===== src/pxd_pkg.sv =====
`timescale 1ns / 1ps
`default_nettype none
// ----------------------------------------------------------------------------
// pxd_pkg
// Shared types and constants of the pixel XOR frame decoder.
// ----------------------------------------------------------------------------
package pxd_pkg;

  localparam int unsigned Q_DEPTH = 2;
  localparam int unsigned Q_AW    = (Q_DEPTH > 1) ? $clog2(Q_DEPTH) : 1;
  localparam int unsigned Q_CW    = $clog2(Q_DEPTH + 1);

  localparam logic [7:0] MARKER_BYTE = 8'hCC;
  localparam logic [7:0] VERSION_ONE = 8'h01;
  localparam logic [7:0] SALT_FIRST  = 8'h9E;
  localparam logic [7:0] SALT_SECOND = 8'h37;
  localparam logic [7:0] SALT_THIRD  = 8'h79;

  localparam logic [1:0] REG_KEY_LOW     = 2'd0;
  localparam logic [1:0] REG_KEY_MID     = 2'd1;
  localparam logic [1:0] REG_PIXEL_COUNT = 2'd2;

  typedef enum logic [2:0] {
    ST_OK           = 3'd0,
    ST_SHORT_IMAGE  = 3'd1,
    ST_BAD_MARKER   = 3'd2,
    ST_BAD_VERSION  = 3'd3,
    ST_BAD_CHECKSUM = 3'd4,
    ST_TOO_LONG     = 3'd5
  } status_e;

  // One request from the front end to the output side.
  typedef struct packed {
    logic [7:0]  red;
    logic [7:0]  green;
    logic [7:0]  blue;
    logic [1:0]  valid_count;
    status_e     status;
    logic [31:0] payload_length;
    logic        last;
    logic [31:0] block_index;
  } cmd_t;

endpackage
`default_nettype wire


===== src/pxd_front.sv =====
`timescale 1ns / 1ps
`default_nettype none
// ----------------------------------------------------------------------------
// pxd_front
// Frame tracking: header capture and checks, payload byte accounting.
// Emits one request per pixel that produces a result.
// ----------------------------------------------------------------------------
module pxd_front (
  input  wire logic          clk_i,
  input  wire logic          rst_ni,
  input  wire logic          accept_i,
  input  wire logic          frame_start_i,
  input  wire logic [7:0]    red_i,
  input  wire logic [7:0]    green_i,
  input  wire logic [7:0]    blue_i,
  input  wire logic [30:0]   pixel_count_i,
  output pxd_pkg::cmd_t      cmd_o,
  output logic               push_o
);
  import pxd_pkg::*;

  typedef enum logic [1:0] {
    PH_IDLE,
    PH_HEADER,
    PH_PAYLOAD,
    PH_DONE
  } phase_e;

  phase_e      phase_q, phase_d, phase_eff;
  logic [1:0]  hdr_idx_q, hdr_idx_d, hdr_idx_eff;
  logic [47:0] hdr_q, hdr_d;
  logic [31:0] rem_q, rem_d;
  logic [31:0] blk_q, blk_d;

  logic [31:0] hdr_len;
  logic [7:0]  hdr_sum;
  logic        short_image;
  logic [30:0] room;
  logic [32:0] room_x3;
  logic        too_long;
  logic [1:0]  take;
  logic [31:0] rem_next;

  assign hdr_len = {hdr_q[15:8], hdr_q[23:16], hdr_q[31:24], hdr_q[39:32]};
  assign hdr_sum = hdr_q[7:0] ^ hdr_q[15:8] ^ hdr_q[23:16] ^ hdr_q[31:24]
                 ^ hdr_q[39:32] ^ hdr_q[47:40] ^ red_i;

  assign short_image = (pixel_count_i <= 31'd4);

  // 4 + ceil(len/3) > count  <=>  len > 3 * (count - 4), for count >= 4
  assign room     = pixel_count_i - 31'd4;
  assign room_x3  = {1'b0, room, 1'b0} + {2'b00, room};
  assign too_long = (pixel_count_i < 31'd4) || ({1'b0, hdr_len} > room_x3);

  assign take     = (rem_q < 32'd3) ? rem_q[1:0] : 2'd3;
  assign rem_next = rem_q - {30'd0, take};

  assign phase_eff   = frame_start_i ? PH_HEADER : phase_q;
  assign hdr_idx_eff = frame_start_i ? 2'd0 : hdr_idx_q;

  always_comb begin
    phase_d   = phase_q;
    hdr_idx_d = hdr_idx_q;
    hdr_d     = hdr_q;
    rem_d     = rem_q;
    blk_d     = blk_q;
    push_o    = 1'b0;
    cmd_o     = '0;
    cmd_o.red   = red_i;
    cmd_o.green = green_i;
    cmd_o.blue  = blue_i;
    cmd_o.block_index = blk_q;
    if (accept_i) begin
      if (frame_start_i) begin
        hdr_idx_d = 2'd0;
        hdr_d     = '0;
        rem_d     = '0;
        blk_d     = '0;
      end
      if (frame_start_i && short_image) begin
        phase_d      = PH_DONE;
        push_o       = 1'b1;
        cmd_o.status = ST_SHORT_IMAGE;
        cmd_o.last   = 1'b1;
      end else begin
        case (phase_eff)
          PH_HEADER: begin
            case (hdr_idx_eff)
              2'd0: begin
                phase_d   = PH_HEADER;
                hdr_d     = {24'd0, blue_i, green_i, red_i};
                hdr_idx_d = 2'd1;
              end
              2'd1: begin
                hdr_d[47:24] = {blue_i, green_i, red_i};
                hdr_idx_d    = 2'd2;
              end
              2'd2: begin
                cmd_o.payload_length = hdr_len;
                cmd_o.last           = 1'b1;
                if (blue_i != MARKER_BYTE) begin
                  cmd_o.status = ST_BAD_MARKER;
                end else if (hdr_q[7:0] != VERSION_ONE) begin
                  cmd_o.status = ST_BAD_VERSION;
                end else if (green_i != hdr_sum) begin
                  cmd_o.status = ST_BAD_CHECKSUM;
                end else if (too_long) begin
                  cmd_o.status = ST_TOO_LONG;
                end else begin
                  cmd_o.status = ST_OK;
                end
                if (cmd_o.status != ST_OK) begin
                  phase_d = PH_DONE;
                  push_o  = 1'b1;
                end else begin
                  rem_d     = hdr_len;
                  hdr_idx_d = 2'd3;
                  if (hdr_len == 32'd0) begin
                    phase_d = PH_DONE;
                    push_o  = 1'b1;
                    cmd_o.payload_length = '0;
                  end
                end
              end
              default: begin
                phase_d = PH_PAYLOAD;
              end
            endcase
          end
          PH_PAYLOAD: begin
            push_o               = 1'b1;
            cmd_o.valid_count    = take;
            cmd_o.status         = ST_OK;
            cmd_o.payload_length = hdr_len;
            cmd_o.last           = (rem_next == 32'd0);
            rem_d                = rem_next;
            blk_d                = blk_q + 32'd1;
            if (rem_next == 32'd0) begin
              phase_d = PH_DONE;
            end
          end
          default: begin
          end
        endcase
      end
    end
  end

  always_ff @(posedge clk_i or negedge rst_ni) begin
    if (!rst_ni) begin
      phase_q   <= PH_IDLE;
      hdr_idx_q <= '0;
      hdr_q     <= '0;
      rem_q     <= '0;
      blk_q     <= '0;
    end else begin
      phase_q   <= phase_d;
      hdr_idx_q <= hdr_idx_d;
      hdr_q     <= hdr_d;
      rem_q     <= rem_d;
      blk_q     <= blk_d;
    end
  end

  // Without a frame start, results only come from an open frame.
  assert property (@(posedge clk_i) disable iff (!rst_ni)
    (push_o && !frame_start_i) |-> (phase_q == PH_HEADER || phase_q == PH_PAYLOAD))
    else $error("request issued outside an open frame");

  // Every error closes the frame.
  assert property (@(posedge clk_i) disable iff (!rst_ni)
    (push_o && cmd_o.status != ST_OK) |=> (phase_q == PH_DONE))
    else $error("error did not end the frame");

  // A payload result never claims more bytes than were left.
  assert property (@(posedge clk_i) disable iff (!rst_ni)
    (push_o && phase_q == PH_PAYLOAD && !frame_start_i)
      |-> ({30'd0, cmd_o.valid_count} <= rem_q && cmd_o.valid_count != 2'd0))
    else $error("payload byte count out of range");

endmodule
`default_nettype wire


===== src/pxd_queue.sv =====
`timescale 1ns / 1ps
`default_nettype none
// ----------------------------------------------------------------------------
// pxd_queue
// Short request queue between the frame tracker and the output stage.
// ----------------------------------------------------------------------------
module pxd_queue (
  input  wire logic          clk_i,
  input  wire logic          rst_ni,
  input  wire logic          push_i,
  input  pxd_pkg::cmd_t      push_data_i,
  output logic               ready_o,
  input  wire logic          pop_i,
  output logic               valid_o,
  output pxd_pkg::cmd_t      pop_data_o
);
  import pxd_pkg::*;

  cmd_t              mem_q [Q_DEPTH];
  logic [Q_AW-1:0]   wr_ptr_q, wr_ptr_d;
  logic [Q_AW-1:0]   rd_ptr_q, rd_ptr_d;
  logic [Q_CW-1:0]   count_q, count_d;
  logic              do_push, do_pop;

  assign ready_o    = (count_q != Q_CW'(Q_DEPTH));
  assign valid_o    = (count_q != '0);
  assign pop_data_o = mem_q[rd_ptr_q];
  assign do_push    = push_i && ready_o;
  assign do_pop     = pop_i && valid_o;

  always_comb begin
    wr_ptr_d = wr_ptr_q;
    rd_ptr_d = rd_ptr_q;
    count_d  = count_q;
    if (do_push) begin
      wr_ptr_d = (wr_ptr_q == Q_AW'(Q_DEPTH - 1)) ? '0 : wr_ptr_q + 1'b1;
    end
    if (do_pop) begin
      rd_ptr_d = (rd_ptr_q == Q_AW'(Q_DEPTH - 1)) ? '0 : rd_ptr_q + 1'b1;
    end
    if (do_push && !do_pop) begin
      count_d = count_q + 1'b1;
    end else if (do_pop && !do_push) begin
      count_d = count_q - 1'b1;
    end
  end

  always_ff @(posedge clk_i) begin
    if (do_push) begin
      mem_q[wr_ptr_q] <= push_data_i;
    end
  end

  always_ff @(posedge clk_i or negedge rst_ni) begin
    if (!rst_ni) begin
      wr_ptr_q <= '0;
      rd_ptr_q <= '0;
      count_q  <= '0;
    end else begin
      wr_ptr_q <= wr_ptr_d;
      rd_ptr_q <= rd_ptr_d;
      count_q  <= count_d;
    end
  end

  assert property (@(posedge clk_i) disable iff (!rst_ni)
    push_i |-> ready_o)
    else $error("request pushed into a full queue");

  assert property (@(posedge clk_i) disable iff (!rst_ni)
    count_q <= Q_CW'(Q_DEPTH))
    else $error("queue count beyond depth");

  assert property (@(posedge clk_i) disable iff (!rst_ni)
    (do_push && !do_pop) |=> (count_q == $past(count_q) + 1'b1))
    else $error("queue count lost a push");

endmodule
`default_nettype wire


===== src/pxd_back.sv =====
`timescale 1ns / 1ps
`default_nettype none
// ----------------------------------------------------------------------------
// pxd_back
// Output stage: subkey generation, XOR of the payload bytes, result register.
// ----------------------------------------------------------------------------
module pxd_back (
  input  wire logic          clk_i,
  input  wire logic          rst_ni,
  input  wire logic [23:0]   key_low_i,
  input  wire logic [23:0]   key_mid_i,
  input  wire logic          cmd_valid_i,
  input  pxd_pkg::cmd_t      cmd_i,
  output logic               cmd_pop_o,
  output logic               m_axis_tvalid,
  input  wire logic          m_axis_tready,
  output logic [63:0]        m_axis_tdata,
  output logic [2:0]         m_axis_tuser,
  output logic               m_axis_tlast
);
  import pxd_pkg::*;

  logic        out_valid_q;
  logic [7:0]  b0_q, b1_q, b2_q;
  logic [1:0]  cnt_q;
  status_e     status_q;
  logic [31:0] len_q;
  logic        last_q;

  logic [7:0]  fold;
  logic [7:0]  k0, k1, k2;
  logic [7:0]  b0_d, b1_d, b2_d;

  assign fold = cmd_i.block_index[7:0] ^ cmd_i.block_index[15:8]
              ^ cmd_i.block_index[23:16] ^ cmd_i.block_index[31:24];
  assign k0 = key_low_i[7:0]   ^ key_mid_i[7:0]   ^ fold ^ SALT_FIRST;
  assign k1 = key_low_i[15:8]  ^ key_mid_i[15:8]  ^ fold ^ SALT_SECOND;
  assign k2 = key_low_i[23:16] ^ key_mid_i[23:16] ^ fold ^ SALT_THIRD;

  assign b0_d = (cmd_i.valid_count >= 2'd1) ? (cmd_i.red   ^ k0) : 8'd0;
  assign b1_d = (cmd_i.valid_count >= 2'd2) ? (cmd_i.green ^ k1) : 8'd0;
  assign b2_d = (cmd_i.valid_count == 2'd3) ? (cmd_i.blue  ^ k2) : 8'd0;

  assign cmd_pop_o = cmd_valid_i && (!out_valid_q || m_axis_tready);

  always_ff @(posedge clk_i or negedge rst_ni) begin
    if (!rst_ni) begin
      out_valid_q <= 1'b0;
    end else if (cmd_pop_o) begin
      out_valid_q <= 1'b1;
    end else if (m_axis_tready) begin
      out_valid_q <= 1'b0;
    end
  end

  always_ff @(posedge clk_i) begin
    if (cmd_pop_o) begin
      b0_q     <= b0_d;
      b1_q     <= b1_d;
      b2_q     <= b2_d;
      cnt_q    <= cmd_i.valid_count;
      status_q <= cmd_i.status;
      len_q    <= cmd_i.payload_length;
      last_q   <= cmd_i.last;
    end
  end

  assign m_axis_tvalid = out_valid_q;
  assign m_axis_tdata  = {6'd0, len_q, cnt_q, b2_q, b1_q, b0_q};
  assign m_axis_tuser  = status_q;
  assign m_axis_tlast  = last_q;

endmodule
`default_nettype wire


===== src/pixel_xor_frame_decoder.sv =====
`timescale 1ns / 1ps
`default_nettype none
// ----------------------------------------------------------------------------
// pixel_xor_frame_decoder
// Decodes XOR-keyed payload bytes carried in an RGB pixel stream.
// ----------------------------------------------------------------------------
// Takes one pixel per clock with no gaps of its own: every pixel, header or
// payload, is accepted at once, and a result reaches the master side by way of
// a request queue entry, then the output register. A
// two-entry request queue sits between the frame tracker and the output
// register, so the input keeps flowing while one result waits on a stalled
// master side; the input stalls only once both entries are taken. Header
// pixels give no result unless the image is too small, a header check fails
// or the payload is empty; pixels outside a frame give none. The config port
// is always ready and must only be written while no result is outstanding.
// ----------------------------------------------------------------------------
module pixel_xor_frame_decoder (
  input  wire logic          clk_i,
  input  wire logic          rst_ni,
  // configuration
  input  wire logic          cfg_valid_i,
  output logic               cfg_ready_o,
  input  wire logic [1:0]    cfg_index_i,
  input  wire logic [30:0]   cfg_data_i,
  // pixel input
  input  wire logic          s_axis_tvalid,
  output logic               s_axis_tready,
  input  wire logic [23:0]   s_axis_tdata,  // red[7:0], green[15:8], blue[23:16]
  input  wire logic          s_axis_tuser,  // frame_start
  // decoded output
  output logic               m_axis_tvalid,
  input  wire logic          m_axis_tready,
  // byte_first[7:0], byte_second[15:8], byte_third[23:16],
  // valid_count[25:24], payload_length[57:26], zero[63:58]
  output logic [63:0]        m_axis_tdata,
  output logic [2:0]         m_axis_tuser,  // status[2:0]
  output logic               m_axis_tlast
);
  import pxd_pkg::*;

  logic [23:0] key_low_q;
  logic [23:0] key_mid_q;
  logic [30:0] pixel_count_q;

  logic        in_accept;
  logic        push;
  cmd_t        push_cmd;
  logic        q_ready;
  logic        q_valid;
  cmd_t        q_cmd;
  logic        q_pop;

  assign cfg_ready_o = 1'b1;

  always_ff @(posedge clk_i or negedge rst_ni) begin
    if (!rst_ni) begin
      key_low_q     <= '0;
      key_mid_q     <= '0;
      pixel_count_q <= '0;
    end else if (cfg_valid_i) begin
      case (cfg_index_i)
        REG_KEY_LOW:     key_low_q     <= cfg_data_i[23:0];
        REG_KEY_MID:     key_mid_q     <= cfg_data_i[23:0];
        REG_PIXEL_COUNT: pixel_count_q <= cfg_data_i;
        default: begin
        end
      endcase
    end
  end

  assign s_axis_tready = q_ready;
  assign in_accept     = s_axis_tvalid && q_ready;

  pxd_front u_front (
    .clk_i         (clk_i),
    .rst_ni        (rst_ni),
    .accept_i      (in_accept),
    .frame_start_i (s_axis_tuser),
    .red_i         (s_axis_tdata[7:0]),
    .green_i       (s_axis_tdata[15:8]),
    .blue_i        (s_axis_tdata[23:16]),
    .pixel_count_i (pixel_count_q),
    .cmd_o         (push_cmd),
    .push_o        (push)
  );

  pxd_queue u_queue (
    .clk_i       (clk_i),
    .rst_ni      (rst_ni),
    .push_i      (push),
    .push_data_i (push_cmd),
    .ready_o     (q_ready),
    .pop_i       (q_pop),
    .valid_o     (q_valid),
    .pop_data_o  (q_cmd)
  );

  pxd_back u_back (
    .clk_i         (clk_i),
    .rst_ni        (rst_ni),
    .key_low_i     (key_low_q),
    .key_mid_i     (key_mid_q),
    .cmd_valid_i   (q_valid),
    .cmd_i         (q_cmd),
    .cmd_pop_o     (q_pop),
    .m_axis_tvalid (m_axis_tvalid),
    .m_axis_tready (m_axis_tready),
    .m_axis_tdata  (m_axis_tdata),
    .m_axis_tuser  (m_axis_tuser),
    .m_axis_tlast  (m_axis_tlast)
  );

endmodule
`default_nettype wire

===== config.mk =====
export PLATFORM = sky130hd
export DESIGN_NAME = pixel_xor_frame_decoder
export DESIGN_NICKNAME = d
export VERILOG_FILES = /design/src/pxd_pkg.sv /design/src/pxd_front.sv /design/src/pxd_queue.sv /design/src/pxd_back.sv /design/src/pixel_xor_frame_decoder.sv
export SDC_FILE = /design/constraint.sdc
export NUM_CORES = 1
export LEC_CHECK = 0
export BUFFER_PORTS_ARGS = -buffer_cell sky130_fd_sc_hd__buf_2
export CAP_MARGIN = 20
export CORE_AREA = 2 2 233 235
export CTS_CLUSTER_DIAMETER = 60
export DETAILED_ROUTE_END_ITERATION = 16
export DIE_AREA = 0 0 235 237
export SLEW_MARGIN = 40
export SYNTH_ARGS = -nofsm -noshare
export SYNTH_HDL_FRONTEND = slang
export SYNTH_HIERARCHICAL = 1
export SYNTH_SLANG_ARGS = --single-unit

===== constraint.sdc =====
create_clock -name clk_i -period 12.09 [get_ports clk_i]
set_clock_uncertainty 0.15 [all_clocks]
set_input_delay 0.6045 -clock clk_i [delete_from_list [all_inputs] [get_ports clk_i]]
set_output_delay 0.6045 -clock clk_i [all_outputs]
set_load 0.01 [all_outputs]

==> key figures, run 1 <==
STA
  – Worst slew pin tran: 0.7815 ns
  – Fin. max-slew vios: 0
  – RSZ-0062 raised after global routing: no
  – Endpoints failing hold: 0
  – Minimum clock period: 8.350 ns
  – Final setup viols: 0
  – Fmax: 119.8 MHz
  – Setup tns final: 0 ns
  – Slew HR: 47.66%
  – Final period util: 69.06%

Yosys
  – Syn avg cell area: 11.87 sq um
  – Sequential share of the synthesized area: 50.40%
  – Synth area leader: edfxtp_1
  – Post-synth top area share: 30.24%
  – Synth warn: 6
  – Post-synthesis register bit count: 450
  – Ys async rst share: 44.44%
  – Top FF cell, synth: edfxtp_1
  – Area contributors post-synth: edfxtp_1 (30%), dfrtp_1 (20%), mux2_2 (5.5%), xnor3_1 (3.8%), ha_1 (3.6%)
  – Synth Cell Area: 24830 sq um
  – Synth unique cells: 89
  – Post-synth EDFFs: 250
  – Cells after Synth: 2091

Status
  – Outcome: completed

Cells and area
  – Util after Layout: 51.86%
  – Diode count: 0
  – Synth-to-Final Area Change: 11.29%
  – Net count, final: 2309
  – Share of cells above drive strength 1: 20.74%
  – Commonest cells after routing, fill and taps aside: edfxtp_1 (250), nand2_1 (222), dfrtp_1 (199)
  – Commonest non-fill, non-tap cell in the layout: edfxtp_1

Global route
  – Pin count of the biggest net entering global routing: 75
  – Met3 Usage GRT: 3.264%
  – Met1 Use GR: 32.10%
  – GRT overflow: 0
  – First-pass GRT wire length: 99630 um
  – Initial antenna violation count: 1
  – Vias in the first global route: 16430
  – GRT Max-Usage Layer: met2
  – Global-route usage over all layers: 23.10%
  – Grt met2 use: 37.67%

Pwr
  – Internal: 4.155 mW
  – Clock network fraction of design power: 22.5%
  – P_leak: 11.31 nW
  – Power Density: 243.2 nW/um^2
  – Psw: 2.566 mW
  – Net Sw Frac: 38.18%
  – Peak VDD IR: 0.0001180 V
  – Seq pwr share: 34.7%
  – Combinational Power Share: 42.8%
  – PnR Total Power: 6.721 mW

Floorplanning
  – Io pins: 134
  – Core area: 53280 sq um
  – Horiz. Die Dim: 235 um
  – Initial core utilization: 46.60%
  – Die area: 55700 sq um
  – Die height: 237 um
  – Num rows: 85

Setup path
  – Worst path arrival time: 8.42 ns
  – RR Startpoint: pixel_count_q[7]$_DFFE_PN0P_
  – R2R setup slack: 3.74 ns
  – Startpoint Class: flop
  – Critical path class: reg -> reg
  – Crit-path slowest cell: buf_6
  – Worst Path Required: 12.16 ns
  – CP Capture Type: flop
  – Crit path from: pixel_count_q[7]$_DFFE_PN0P_
  – Critical Path Fanout Max: 70
  – Crit-path cells: or4_4 -> nor4_4 -> nand3_1 -> nor3_1 -> xor2_1 -> ha_1 -> a21oi_1 -> or3b_2 -> a221oi_1 -> a21bo_2 -> nand2_1 -> a311oi_1 -> ha_1 -> nand4_1 -> nor3_1 -> a41oi_1 -> o21ai_0 -> and4b_1 -> a211oi_2 -> o21ai_1 -> o21bai_1 -> a31oi_1 -> and3_4 -> buf_6
  – CP endpoint: u_queue/mem_q[1][45]$_DFFE_PP_
  – Worst reg-to-reg path cell count: 24
  – Reg2reg end: u_queue/mem_q[1][45]$_DFFE_PP_
  – Worst path max stage delay: 0.63 ns

Clocking
  – Clock Sinks: 450
  – Post-CTS Setup Bufs: 0
  – Clk slew on worst S/H paths: 0.06 ns
  – Root Driver: clkbuf_16
  – CTS tree: done
  – Clk buf depth: 3
  – H-tree depth: 2
  – Clock Latency Late Sink: 0.62 ns
  – CTS buffer count: 52

Routing
  – Via Count: 16800
  – ANT nets after route: 0
  – Post-route DRC violation count: 0
  – First drt pass iteration count: 6
  – WL/cell: 22.34 um
  – Vias/cell: 5.765
  – DRT Wirelength: 65110 um
  – Initial drt markers: 1534

Flow run
  – Max-cap violation count: 0

Hold path
  – Worst Hold Class: in -> reg

Place
  – I/O Buffers: 126
  – GP Congestion: 0.8782
  – Final HPWL DP: 45010 um
[what timing repair did]
action	CTS	global route
hold buffers	1	0
resized for setup	0	0
hold endpoints to repair	73	0
[Yosys cell counts, types with 19 or more instances]
| master | n |
|---|---|
| a22o_1 | 50 |
| nor2_1 | 144 |
| and2_1 | 20 |
| a21oi_1 | 91 |
| a21o_1 | 19 |
| nand4_1 | 34 |
| nor3_1 | 59 |
| nand3_1 | 21 |
| nand2_1 | 222 |
| xnor3_1 | 42 |
| a211oi_1 | 28 |
| mux2_2 | 122 |
| ha_1 | 71 |
| dfrtp_1 | 200 |
| inv_1 | 31 |
| and3_1 | 19 |
| clkbuf_1 | 53 |
| o21ai_0 | 102 |
| edfxtp_1 | 250 |
| xor2_1 | 55 |
| buf_2 | 22 |
| nor4_1 | 23 |
| nand2b_1 | 30 |
| buf_4 | 38 |
| mux2_4 | 50 |
| xnor2_1 | 85 |
[registers in the layout, summed over array words and instances, names as in the netlist, 2 cells and up]
name,flops
u_queue/count_q,2
u_back/b1_q,8
u_front/rem_q,32
u_back/m_axis_tuser,3
pixel_count_q,31
u_back/b0_q,8
key_low_q,24
u_front/phase_q,2
key_mid_q,24
u_front/hdr_idx_q,2
u_back/b2_q,8
u_front/blk_q,32
u_queue/mem_q,188
u_front/hdr_q,48
u_back/cnt_q,2
u_back/len_q,32
[how the worst min path moves through the flow]
stage / start / to / slack (ns) / depth (start not counted)
4_1_cts: cfg_data_i[26] / pixel_count_q[26]$_DFFE_PN0P_ / 0.05 / 2
3_3_place_gp: u_queue/count_q[1]$_DFFE_PN0P_ / u_queue/count_q[1]$_DFFE_PN0P_ / 0.32 / 1
5_1_grt: cfg_data_i[26] / pixel_count_q[26]$_DFFE_PN0P_ / 0.06 / 2
6_report: cfg_data_i[26] / pixel_count_q[26]$_DFFE_PN0P_ / 0.08 / 2
3_5_place_dp: u_front/phase_q[0]$_DFFE_PN0P_ / u_front/phase_q[0]$_DFFE_PN0P_ / 0.33 / 1
2_1_floorplan: rst_ni / key_low_q[0]$_DFFE_PN0P_ / 0.16 / 0
[power groups by stage]
stage / Sequential, mW / Combinational, mW / Clock, mW
detailed placement: 2.37 / 2.82 / 0
CTS: 2.35 / 2.84 / 1.55
global placement: 2.36 / 2.78 / 0
global route: 2.36 / 3.15 / 1.62
finish: 2.33 / 2.87 / 1.51
floorplan: 2.23 / 2.20 / 0
[cell type report]
cell class | instances | area [sq um]
Sequential cell | 450 | 12520
Clock buffer | 77 | 1485
Fill cell | 4612 | 25650
Inverter | 31 | 116.4
Multi-Input combinational cell | 1488 | 11550
Timing Repair Buffer | 151 | 890.9
Tap cell | 696 | 870.8
Clock inverter | 21 | 198.9
[worst max-delay path, delay by kind of cell, from the launching register on]
family                   cells  cell delay, ns
adder cells (fa/ha/maj)      2            0.64
AND/OR/NAND/NOR             10            3.28
flip-flops                   1            0.41
buffers and inverters        1            0.63
XOR/XNOR                     1            0.22
AO/OA/AOI/OAI               10            2.54
[metrics by stage]
| stage | instance area [sq um] | hold slack [ns] | setup WS [ns] | std cells |
|---|---|---|---|---|
| final | 27630 | 0.08024 | 3.740 | 2914 |
| after detailed placement | 25870 | 0.3295 | 3.809 | 2812 |
| after global placement | 25830 | 0.3234 | 3.754 | 2811 |
| after floorplan | 24850 | 0.1589 | 1.822 | 2096 |
| after CTS | 27570 | 0.04562 | 3.723 | 2911 |
| after global routing | 27630 | 0.06172 | 3.056 | 2914 |
[logic make-up (layout without fill, tap and decap cells)]
family	count (synthesis)	count (layout)	share of synthesized area, %
xor+xnor	199	199	10.41
compound gates	377	377	10.01
simple gates	657	657	13.34
flops	450	450	50.40
buf+inv	158	280	3.422
other cells	2	7	0.03025
mux	176	176	8.734
fa+ha+maj	72	72	3.659
[metal layers]
layer  routed length (um)  share of wire (%)  vias up
met5                   13              0.020        -
met3                 3201                4.9       97
met4                 1768                2.7        2
li1                     -                  -     7804
met1                29070                 45     8418
met2                31060                 48      477
Note: power is estimated with default switching activity, not from simulation.
==> inputs of run 2 (changes only) <==
--- a/config.mk
+++ b/config.mk
@@ -11,6 +11,7 @@
 export CTS_CLUSTER_DIAMETER = 60
 export DETAILED_ROUTE_END_ITERATION = 16
 export DIE_AREA = 0 0 235 237
+export PLACE_DENSITY = 0.66
 export SLEW_MARGIN = 40
 export SYNTH_ARGS = -nofsm -noshare
 export SYNTH_HDL_FRONTEND = slang
==> constraint.sdc (replaced) <==
create_clock -name clk_i -period 6.8 [get_ports clk_i]
set_clock_uncertainty 0.15 [all_clocks]
set_input_delay 0.34 -clock clk_i [delete_from_list [all_inputs] [get_ports clk_i]]
set_output_delay 0.34 -clock clk_i [all_outputs]
set_load 0.01 [all_outputs]
==> run 2 against run 1 <==
  * Fmax grew 18%
  * Count of clock-buffer cells in the layout is 18 lower
  * Via count is 7.1% higher
  * Total power rose by 90%
  * Worst hold slack gained 0.025 ns
  * Global-route usage increased by 0.72 points
  * Final cell count grew 6.8%
  * Critical endpoint is now u_queue/mem_q[0][55]$_DFFE_PP_
  * Sequential power is 78% higher
  * Largest power group unchanged
  * Sequential share of layout area down 4.1 points
  * The flow now finishes with violations (negative setup slack)
==> key figures, run 2 (synthesis gave the netlist of run 1 again) <==
Routing
  – Via Count: 18000 (+7.1%)
  – DRT Wirelength: 69450 um (+6.7%)
  – Post-route DRC violation count: 0 (unchanged)
  – Initial drt markers: 1554 (+1.3%)
  – WL/cell: 22.32 um (-0.12%)
  – First drt pass iteration count: 7 (+1)
  – Vias/cell: 5.783 (+0.33%)
  – ANT nets after route: 0 (unchanged)

Place
  – Total placed cells including tap cells: 2915 (+3.7%)
  – I/O Buffers: 126 (unchanged)
  – Final HPWL DP: 45950 um (+2.1%)
  – Placed Area: 26770 sq um (+3.5%)
  – GP Congestion: 0.9481 (+8.0%)

Pwr
  – Net Sw Frac: 37.82% (-0.36 points)
  – Clock network fraction of design power: 22.7% (+0.2 points)
  – Combinational Power Share: 44.7% (+1.9 points)
  – Seq pwr share: 32.6% (-2.1 points)
  – Peak VDD IR: 0.0001970 V (+67%)
  – Internal: 7.925 mW (+91%)
  – P_leak: 12.52 nW (+11%)
  – Psw: 4.820 mW (+88%)
  – Power Density: 419.9 nW/um^2 (+73%)

STA
  – Hold Worst Slack: 0.1055 ns (+0.02523 ns)
  – Final setup viols: 288 (+288)
  – Slew HR: 46.67% (-0.99 points)
  – Final period util: 104.2% (+35 points)
  – Fmax: 141.1 MHz (+18%)
  – Minimum clock period: 7.085 ns (-1.265 ns)
  – Worst slew pin tran: 0.7798 ns (-0.001682 ns)
  – Final WS setup: -0.2849 ns (-4.025 ns)
  – Fin. max-slew vios: 0 (unchanged)
  – RSZ-0062 raised after global routing: yes
  – Endpoints failing hold: 0 (unchanged)

Floorplanning
  – Io pins: 134 (unchanged)
  – Die height: 237 um (unchanged)
  – Initial core utilization: 46.60% (unchanged)
  – Horiz. Die Dim: 235 um (unchanged)
  – Die area: 55700 sq um (unchanged)
  – Num rows: 85 (unchanged)
  – Core area: 53280 sq um (unchanged)

Cells and area
  – Synth-to-Final Area Change: 22.24%
  – Commonest non-fill, non-tap cell in the layout: edfxtp_1
  – Final instance area: 30350 sq um (+9.8%)
  – Layout Cells excl Fill: 3112 (+6.8%)
  – Top flop regs: u_queue/mem_q: 188 flops, u_front/hdr_q: 48 flops
  – Max reg flops: 188 (unchanged)
  – Fill cells: 4217 (-8.6%)
  – Util after Layout: 56.96% (+5.1 points)
  – Share of cells above drive strength 1: 28.50% (+7.8 points)
  – Multi-input gate area: 12080 sq um (+4.5%)
  – Sequential Area: 12520 sq um (unchanged)
  – Net count, final: 2508 (+8.6%)
  – Commonest cells after routing, fill and taps aside: edfxtp_1 (250), nand2_1 (218), dfrtp_1 (199)
  – Largest reg by FF count: u_queue/mem_q

Clocking
  – Clk slew on worst S/H paths: 0.07 ns (about the same)
  – Clk buf depth: 3 (unchanged)
  – Clock Latency Late Sink: 0.60 ns (-0.02 ns)
  – CTS tree: done
  – Clock Sinks: 450 (unchanged)
  – H-tree depth: 2 (unchanged)
  – Root Driver: clkbuf_16
  – CTS buffer count: 49 (-5.8%)

Status
  – Outcome: finished with violations
  – Violated checks: negative setup slack

Setup path
  – Worst Path Buf+Inv: 5 (+4)
  – RR Startpoint: pixel_count_q[5]$_DFFE_PN0P_
  – Critical path class: reg -> reg
  – Critical Path Fanout Max: 8 (-89%)
  – Worst reg-to-reg path cell count: 31 (+29%)
  – CP Capture Type: flop
  – Reg2reg end: u_queue/mem_q[0][55]$_DFFE_PP_
  – Crit path max-delay family: simple AND/OR/NAND/NOR gates
  – Crit-path slowest cell: or4_4
  – Worst path max stage delay: 0.56 ns (-0.07 ns)
  – Startpoint Class: flop
  – R2R setup slack: -0.28 ns (-4.02 ns)
  – Worst Path Required: 7.00 ns (-5.16 ns)
  – Worst path arrival time: 7.29 ns (-1.13 ns)

Global route
  – Global-route usage over all layers: 23.82% (+0.72 points)
  – First-pass GRT wire length: 104000 um (+4.4%)
  – Vias in the first global route: 17620 (+7.2%)
  – Initial antenna violation count: 1 (unchanged)
  – Pin count of the biggest net entering global routing: 72 (-4.0%)
  – GRT overflow: 0 (unchanged)

Hold path
  – Hold_sp: s_axis_tuser
  – WHS Path Cells: 2 (unchanged)
  – Hold path endpoint: u_front/hdr_idx_q[1]$_DFFE_PN0P_
  – Worst Hold Class: in -> reg

Flow run
  – Max-cap violation count: 0 (unchanged)
[run 2: how the worst max path moves through the flow]
stage,start,end,slack (ns),cells after the start
floorplan,pixel_count_q[5]$_DFFE_PN0P_,u_queue/mem_q[0][0]$_DFFE_PP_,-0.74,27
global placement,pixel_count_q[5]$_DFFE_PN0P_,u_queue/count_q[1]$_DFFE_PN0P_,-0.30,30
detailed placement,pixel_count_q[5]$_DFFE_PN0P_,u_queue/count_q[1]$_DFFE_PN0P_,-0.55,30
CTS,pixel_count_q[5]$_DFFE_PN0P_,u_queue/mem_q[0][48]$_DFFE_PP_,-0.16,28
global route,pixel_count_q[5]$_DFFE_PN0P_,u_queue/mem_q[0][83]$_DFFE_PP_,-0.53,30
finish,pixel_count_q[5]$_DFFE_PN0P_,u_queue/mem_q[0][55]$_DFFE_PP_,-0.28,31
[run 2: area by class of cell]
type,instances,area share (%)
Timing Repair Buffer,353,9.845
Inverter,31,0.3834
Multi-Input combinational cell,1488,39.79
Tap cell,696,2.869
Clock inverter,33,1.443
Antenna cell,2,0.01649
Clock buffer,59,4.415
Sequential cell,450,41.24
[run 2: worst register-to-register path: cells and delay by family (launching register included)]
kind	cells	cell delay, ns
flip-flops	1	0.38
adder cells (fa/ha/maj)	2	0.55
AND/OR/NAND/NOR	12	2.59
buffers and inverters	5	0.76
AO/OA/AOI/OAI	11	2.21
XOR/XNOR	1	0.20
[run 2: timing repair]
action | CTS | global route
resized for setup | 31 | 107
hold buffers | 57 | 0
pin swaps | 22 | 82
buffers inserted | 14 | 15
cloned | 3 | 16
setup endpoints to repair | 289 | 292
endpoints found under the hold margin | 236 | 0
[run 2: power by group through the flow]
stage / clock network, mW / logic (mW) / registers (mW)
after floorplan: 0 / 3.93 / 3.97
after global placement: 0 / 5.18 / 4.15
after detailed placement: 0 / 5.30 / 4.17
after CTS: 2.95 / 5.47 / 4.12
after global routing: 3.06 / 6.17 / 4.20
final: 2.90 / 5.70 / 4.15
[run 2: per-stage QoR]
step	TNS [ns]	total power, mW	worst slack [ns]
floorplan	-108.39	7.900	-0.7393
global placement	-18.32	9.330	-0.3021
detailed placement	-86.67	9.470	-0.5525
CTS	-10.94	12.55	-0.1587
global route	-121.51	13.43	-0.5346
finish	-50.09	12.74	-0.2849
[run 2: per-layer routing]
| layer | routed length [um] | vias to the layer above | global-route usage [%] |
|---|---|---|---|
| li1 | - | 8214 | - |
| met1 | 28200 | 8921 | 31.64 |
| met2 | 34320 | 712 | 40.50 |
| met3 | 4497 | 151 | 3.357 |
| met4 | 2434 | 0 | 7.403 |
| met5 | 0 | - | 0 |
